--- src/rtl/core/tbl_pkg.sv ---
// ----------------------------------------------------------------------------
// tbl_pkg
// Shared types and constants of the tetrahedron barycentric locator.
// ----------------------------------------------------------------------------
package tbl_pkg;

    localparam int COORD_W = 32;
    localparam int DIFF_W  = 33;
    localparam int CROSS_W = 67;
    localparam int WIDE_W  = 101;
    localparam int MA_W    = 68;
    localparam int CFG_W   = 18;
    localparam int CORNER_WORDS = 12;

    localparam logic OP_LOAD  = 1'b0;
    localparam logic OP_QUERY = 1'b1;

    localparam logic [1:0] REG_TET_COUNT = 2'd0;
    localparam logic [1:0] REG_LOWER     = 2'd1;
    localparam logic [1:0] REG_SUM_LIMIT = 2'd2;

    localparam logic [12:0]        RST_TET_COUNT = 13'd0;
    localparam logic signed [16:0] RST_LOWER     = -17'sd3277;
    localparam logic [17:0]        RST_SUM_LIMIT = 18'd72090;

    localparam logic signed [31:0] FALLBACK_QUARTER = 32'sd16384;
    localparam logic signed [31:0] FALLBACK_HALF    = 32'sd32768;
    localparam logic signed [31:0] LAMBDA_MAX       = 32'sh7fffffff;
    localparam logic signed [31:0] LAMBDA_MIN       = 32'sh80000000;

    typedef logic signed [WIDE_W-1:0] t_wide;

    typedef struct packed {
        logic               op;
        logic [11:0]        tet_slot;
        logic [1:0]         corner;
        logic signed [31:0] coord_x;
        logic signed [31:0] coord_y;
        logic signed [31:0] coord_z;
    } t_in;

    typedef struct packed {
        logic               found;
        logic [11:0]        tet_hit;
        logic signed [31:0] lambda_a;
        logic signed [31:0] lambda_b;
        logic signed [31:0] lambda_c;
    } t_out;

endpackage

--- src/rtl/core/tbl_mul.sv ---
// ----------------------------------------------------------------------------
// tbl_mul
// Sequential signed multiplier, 68 x 33 bits, one 11-bit slice per cycle.
// ----------------------------------------------------------------------------
module tbl_mul
    import tbl_pkg::*;
(
    input  logic                     i_clk,
    input  logic                     i_rst_n,
    input  logic                     i_start,
    input  logic signed [MA_W-1:0]   i_a,
    input  logic signed [DIFF_W-1:0] i_b,
    output logic                     o_done,
    output t_wide                    o_p
);

    typedef enum logic [1:0] {S_IDLE, S_RUN, S_FIN} t_state;

    t_state              r_state;
    logic [MA_W-1:0]     r_ma;
    logic [DIFF_W-1:0]   r_mb;
    logic                r_neg;
    logic [1:0]          r_cnt;
    logic [WIDE_W-1:0]   r_acc;
    logic                r_done;
    t_wide               r_p;

    logic [10:0]         w_slice;
    logic [MA_W+10:0]    w_pp;
    logic [WIDE_W-1:0]   w_sh;

    always_comb begin
        case (r_cnt)
            2'd0:    w_slice = r_mb[10:0];
            2'd1:    w_slice = r_mb[21:11];
            default: w_slice = r_mb[32:22];
        endcase
        w_pp = r_ma * w_slice;
        case (r_cnt)
            2'd0:    w_sh = WIDE_W'(w_pp);
            2'd1:    w_sh = WIDE_W'(w_pp) << 11;
            default: w_sh = WIDE_W'(w_pp) << 22;
        endcase
    end

    always_ff @(posedge i_clk) begin
        if (!i_rst_n) begin
            r_state <= S_IDLE;
            r_done  <= 1'b0;
        end else begin
            r_done <= (r_state == S_FIN);
            unique case (r_state)
                S_IDLE: begin
                    if (i_start) begin
                        r_ma    <= i_a[MA_W-1] ? MA_W'(-i_a) : MA_W'(i_a);
                        r_mb    <= i_b[DIFF_W-1] ? DIFF_W'(-i_b) : DIFF_W'(i_b);
                        r_neg   <= i_a[MA_W-1] ^ i_b[DIFF_W-1];
                        r_acc   <= '0;
                        r_cnt   <= 2'd0;
                        r_state <= S_RUN;
                    end
                end
                S_RUN: begin
                    r_acc <= r_acc + w_sh;
                    r_cnt <= r_cnt + 2'd1;
                    if (r_cnt == 2'd2) begin
                        r_state <= S_FIN;
                    end
                end
                S_FIN: begin
                    r_p     <= r_neg ? -$signed(r_acc) : $signed(r_acc);
                    r_state <= S_IDLE;
                end
                default: r_state <= S_IDLE;
            endcase
        end
    end

    assign o_done = r_done;
    assign o_p    = r_p;

endmodule

--- config.mk ---
export PLATFORM = sky130hd
export DESIGN_NAME = tbl_mul
export DESIGN_NICKNAME = d
export VERILOG_FILES = /design/src/rtl/core/tbl_pkg.sv /design/src/rtl/core/tbl_mul.sv
export SDC_FILE = /design/constraint.sdc
export NUM_CORES = 2
export LEC_CHECK = 0
export BUFFER_PORTS_ARGS = -buffer_cell sky130_fd_sc_hd__buf_2
export CAP_MARGIN = 5
export CORE_UTILIZATION = 59
export CTS_CLUSTER_DIAMETER = 80
export CTS_CLUSTER_SIZE = 16
export DETAILED_ROUTE_END_ITERATION = 8
export GPL_ROUTABILITY_DRIVEN = 0
export PLACE_DENSITY = 0.78
export SYNTH_ARGS = -nofsm -noshare
export SYNTH_HDL_FRONTEND = slang
export SYNTH_SLANG_ARGS = --single-unit
--- constraint.sdc ---
create_clock -name i_clk -period 13.8 [get_ports i_clk]
set_input_delay 2.76 -clock i_clk [delete_from_list [all_inputs] [get_ports i_clk]]
set_output_delay 2.76 -clock i_clk [all_outputs]
set_load 0.01 [all_outputs]
==> impl_summary.txt <==
----------------------------------------------------
[Timing]
  Share of the clock period used by the worst path ... 87.9%
  Slew at the pin with the worst max-slew slack ... around 1.1 ns
  Final number of hold-violating endpoints ... 0
  Final-layout setup total negative slack ... 0 ns
  Worst clock skew ... 0.0268 ns
  Least setup slack across all paths after layout ... approximately 1.7 ns
  Final Setup Violations ... 0
  Time the worst path needs with I/O delays and setup ... between 10 and 15 ns
  RSZ-0062 raised after global routing ... no
  Max frequency ... just over 0.08 GHz
  Worst slew margin ... 22.6%
  Worst hold margin ... 0.612 ns
  Fin. max-slew vios ... 0

[Run]
  Count of max-cap constraint violations ... 0

[Drt]
  Post-DRT Antenna Nets ... 0
  Final wirelength ... between 100000 and 150000 um
  Remaining routing DRC violations ... 0
  Router iterations before antenna repair ... 6
  Vias per Instance ... 6.09
  Routed wirelength normalized by instance count ... 19.8 um
  Overall via count from detail_route ... ~37k
  Violation count after the first detailed-route iteration ... 3859

[Layout]
  Layout overhead on the synthesized area ... 4.83%
  Fraction of layout cells with a size suffix above 1 ... under 10%
  Non-filler instance count after layout ... 6039
  Count of inserted antenna diode cells ... 0
  # nets final ... 5983
  Total of fill cells in the finished design ... 6200

[Die]
  Area of the core region ... roughly 0.075 mm^2
  Total I/O pin count ... around 210
  Total die area ... 0.0775 mm^2
  Effective utilization at floorplan ... 60.1%
  Die boundary width ... 278 um
  Vertical die dimension ... 278 um
  Number of standard-cell rows in the floorplan ... 100

[Critical path]
  Delay contributed by the slowest stage of the critical path ... just under 0.9 ns
  Crit Path Class ... reg -> reg
  Highest fanout seen on the critical path ... 37
  Top Family by Delay on Critical Path ... compound AO/OA/AOI/OAI gates
  Critical path endpoint category ... flop
  WP buf/inv ... 5
  Category of the worst setup path launch point ... flop
  Critical path data arrival time ... 12.48 ns
  Required arrival time at the worst endpoint ... around 14 ns
  Crit-path slowest cell ... nor2_4

[Logic synthesis]
  Net Count, Synth ... 6030
  Basic-gate share of the synthesized area counting and, or, nand and nor cells ... between 10% and 20%
  Count of cell types in the netlist ... slightly above 80
  Fraction of synthesized cell area taken by the top area cell type ... about a quarter
  Top cells by count, synth ... 821 x nand2_1, 606 x inv_1, 594 x fa_1, 306 x edfxtp_1, 295 x clkbuf_1
  Post-synthesis share of cell area spent on xor and xnor gates ... 6.75%
  Number of instances in the synthesized netlist ... ~5.1k
  Dominant register cell in the synthesized netlist ... edfxtp_1
  Number of flops mapped to enable cells by yosys ... around 300
  Largest family of logic cells by synthesized area ... adder cells
  Portion of netlist area occupied by mux cells ... 0.111%
  Synthesized area divided by synthesized cell count ... 8.82 um^2
  Summed instance area of the synthesized netlist ... 0.0450 mm^2
  Fraction of synthesis flops using an asynchronous set or reset pin ... 0%
  Cell type with the largest total area after synthesis ... fa_1
  Register bit total from synthesis ... 309
  Most instantiated library cell after synthesis ... nand2_1
  Dominant cells by area after synthesis ... fa_1 26%, edfxtp_1 20%, nand2_1 6.8%, ha_1 6.2%, xnor2_1 5.4%
  Adder and majority cell fraction of the synthesized area ... 32.6%
  Warnings from Yosys ... 0
  Sequential fraction of the synthesis area ... a little over 20%
  Synthesized-area fraction occupied by ao, oa, aoi and oai cells ... 13.8%

[Clock network]
  Total clock buffers created by CTS ... 27
  Level count of the clock H-tree ... 1
  Clock-pin slew on the worst setup and hold paths ... 0.07 ns
  Clock sink count ... 309
  Clock Latency Late Sink ... 0.61 ns
  CTS root buffer ... clkbuf_16
  Number of instances resized during post-cts repair ... 0
  Clock tree from TritonCTS ... built
  Post-CTS setup buffers ... 0
  Number of hold buffers added after cts ... 0
  Buffer depth of the longest clock path ... 3

[Placed design]
  Setup slack after placement ... 1.97 ns
  Number of placed instances, taps included ... 6001
  Buffers added on ports ... 205
  Total half-perimeter wirelength after legalization and detailed placement ... 95700 um

[Global routing]
  Initial antenna violation count ... 1
  Total GRT Usage ... 31.2%
  Pin count of the biggest net entering global routing ... 96
  Via count of the first global-routing pass ... around 37k
  Remaining Overflow, GRT ... 0
  First-pass GRT wire length ... 194000 um

[Run status]
  Status ... finished, final reports clean

[Hold path]
  Hold/Removal Path Class ... reg -> reg

----------------------------------------------------
## final timing paths
check	slack, ns	endpoint	from	cells past startpoint
setup / recovery	1.67	r_acc[96]	r_cnt[1]	38
hold / removal	0.61	r_cnt[0]	r_cnt[0]	1
setup reg to reg	1.67	r_acc[96]	r_cnt[1]	38
hold reg to reg	0.61	r_cnt[0]	r_cnt[0]	1
## logic make-up after synthesis
kind of cell	count (synthesis)
compound gates	966
xor+xnor	347
fa+ha+maj	818
buf+inv	911
flops	309
mux	5
simple gates	1752
## stage by stage
step | cell area [um^2] | util, %
after floorplan | 45000 | -
after global placement | 46400 | 62.0
after detailed placement | 46400 | 62.0
after CTS | 47200 | 63.0
after global routing | 47200 | 63.0
final | 47200 | 63.0
## final cells by class
class | count | area, um^2 | area share, %
clock buffer | 28 | 679 | 1.44
clock inverter | 10 | 104 | 0.220
inverter | 606 | 2270 | 4.82
multi-input combinational | 3888 | 32500 | 68.8
sequential | 309 | 9250 | 19.6
tap | 969 | 1210 | 2.57
timing repair buffer | 229 | 1210 | 2.55
## per-layer routing
metal	track usage [%]	vias up	share of wire (%)
li1	-	16900	-
met1	44.8	17800	42
met2	48.7	1961	44
met3	6.08	217	11
met4	8.02	0	2.6
met5	0	-	0
## layout by cell type (no fill, tap or decap), types with 52 or more instances in the layout
master,n
inv_1,606
ha_1,222
nand4_1,84
xnor2_1,276
a21o_1,106
o31ai_1,73
and2_1,268
nand3_1,56
buf_2,205
o21ai_0,207
fa_1,594
nor2_1,233
xor2_1,71
edfxtp_1,306
nor3_1,52
a21oi_1,258
nand2_1,821
## state kept, by name (all words and copies together), names as in the netlist
signal and count:
o_p 101, o_done 1, r_state 2, r_mb 33, r_neg 1, r_cnt 2
r_ma 68, r_acc 101
Power is not shown: default switching activity piles up to over one toggle a cycle in this logic, so the estimate is an artifact.
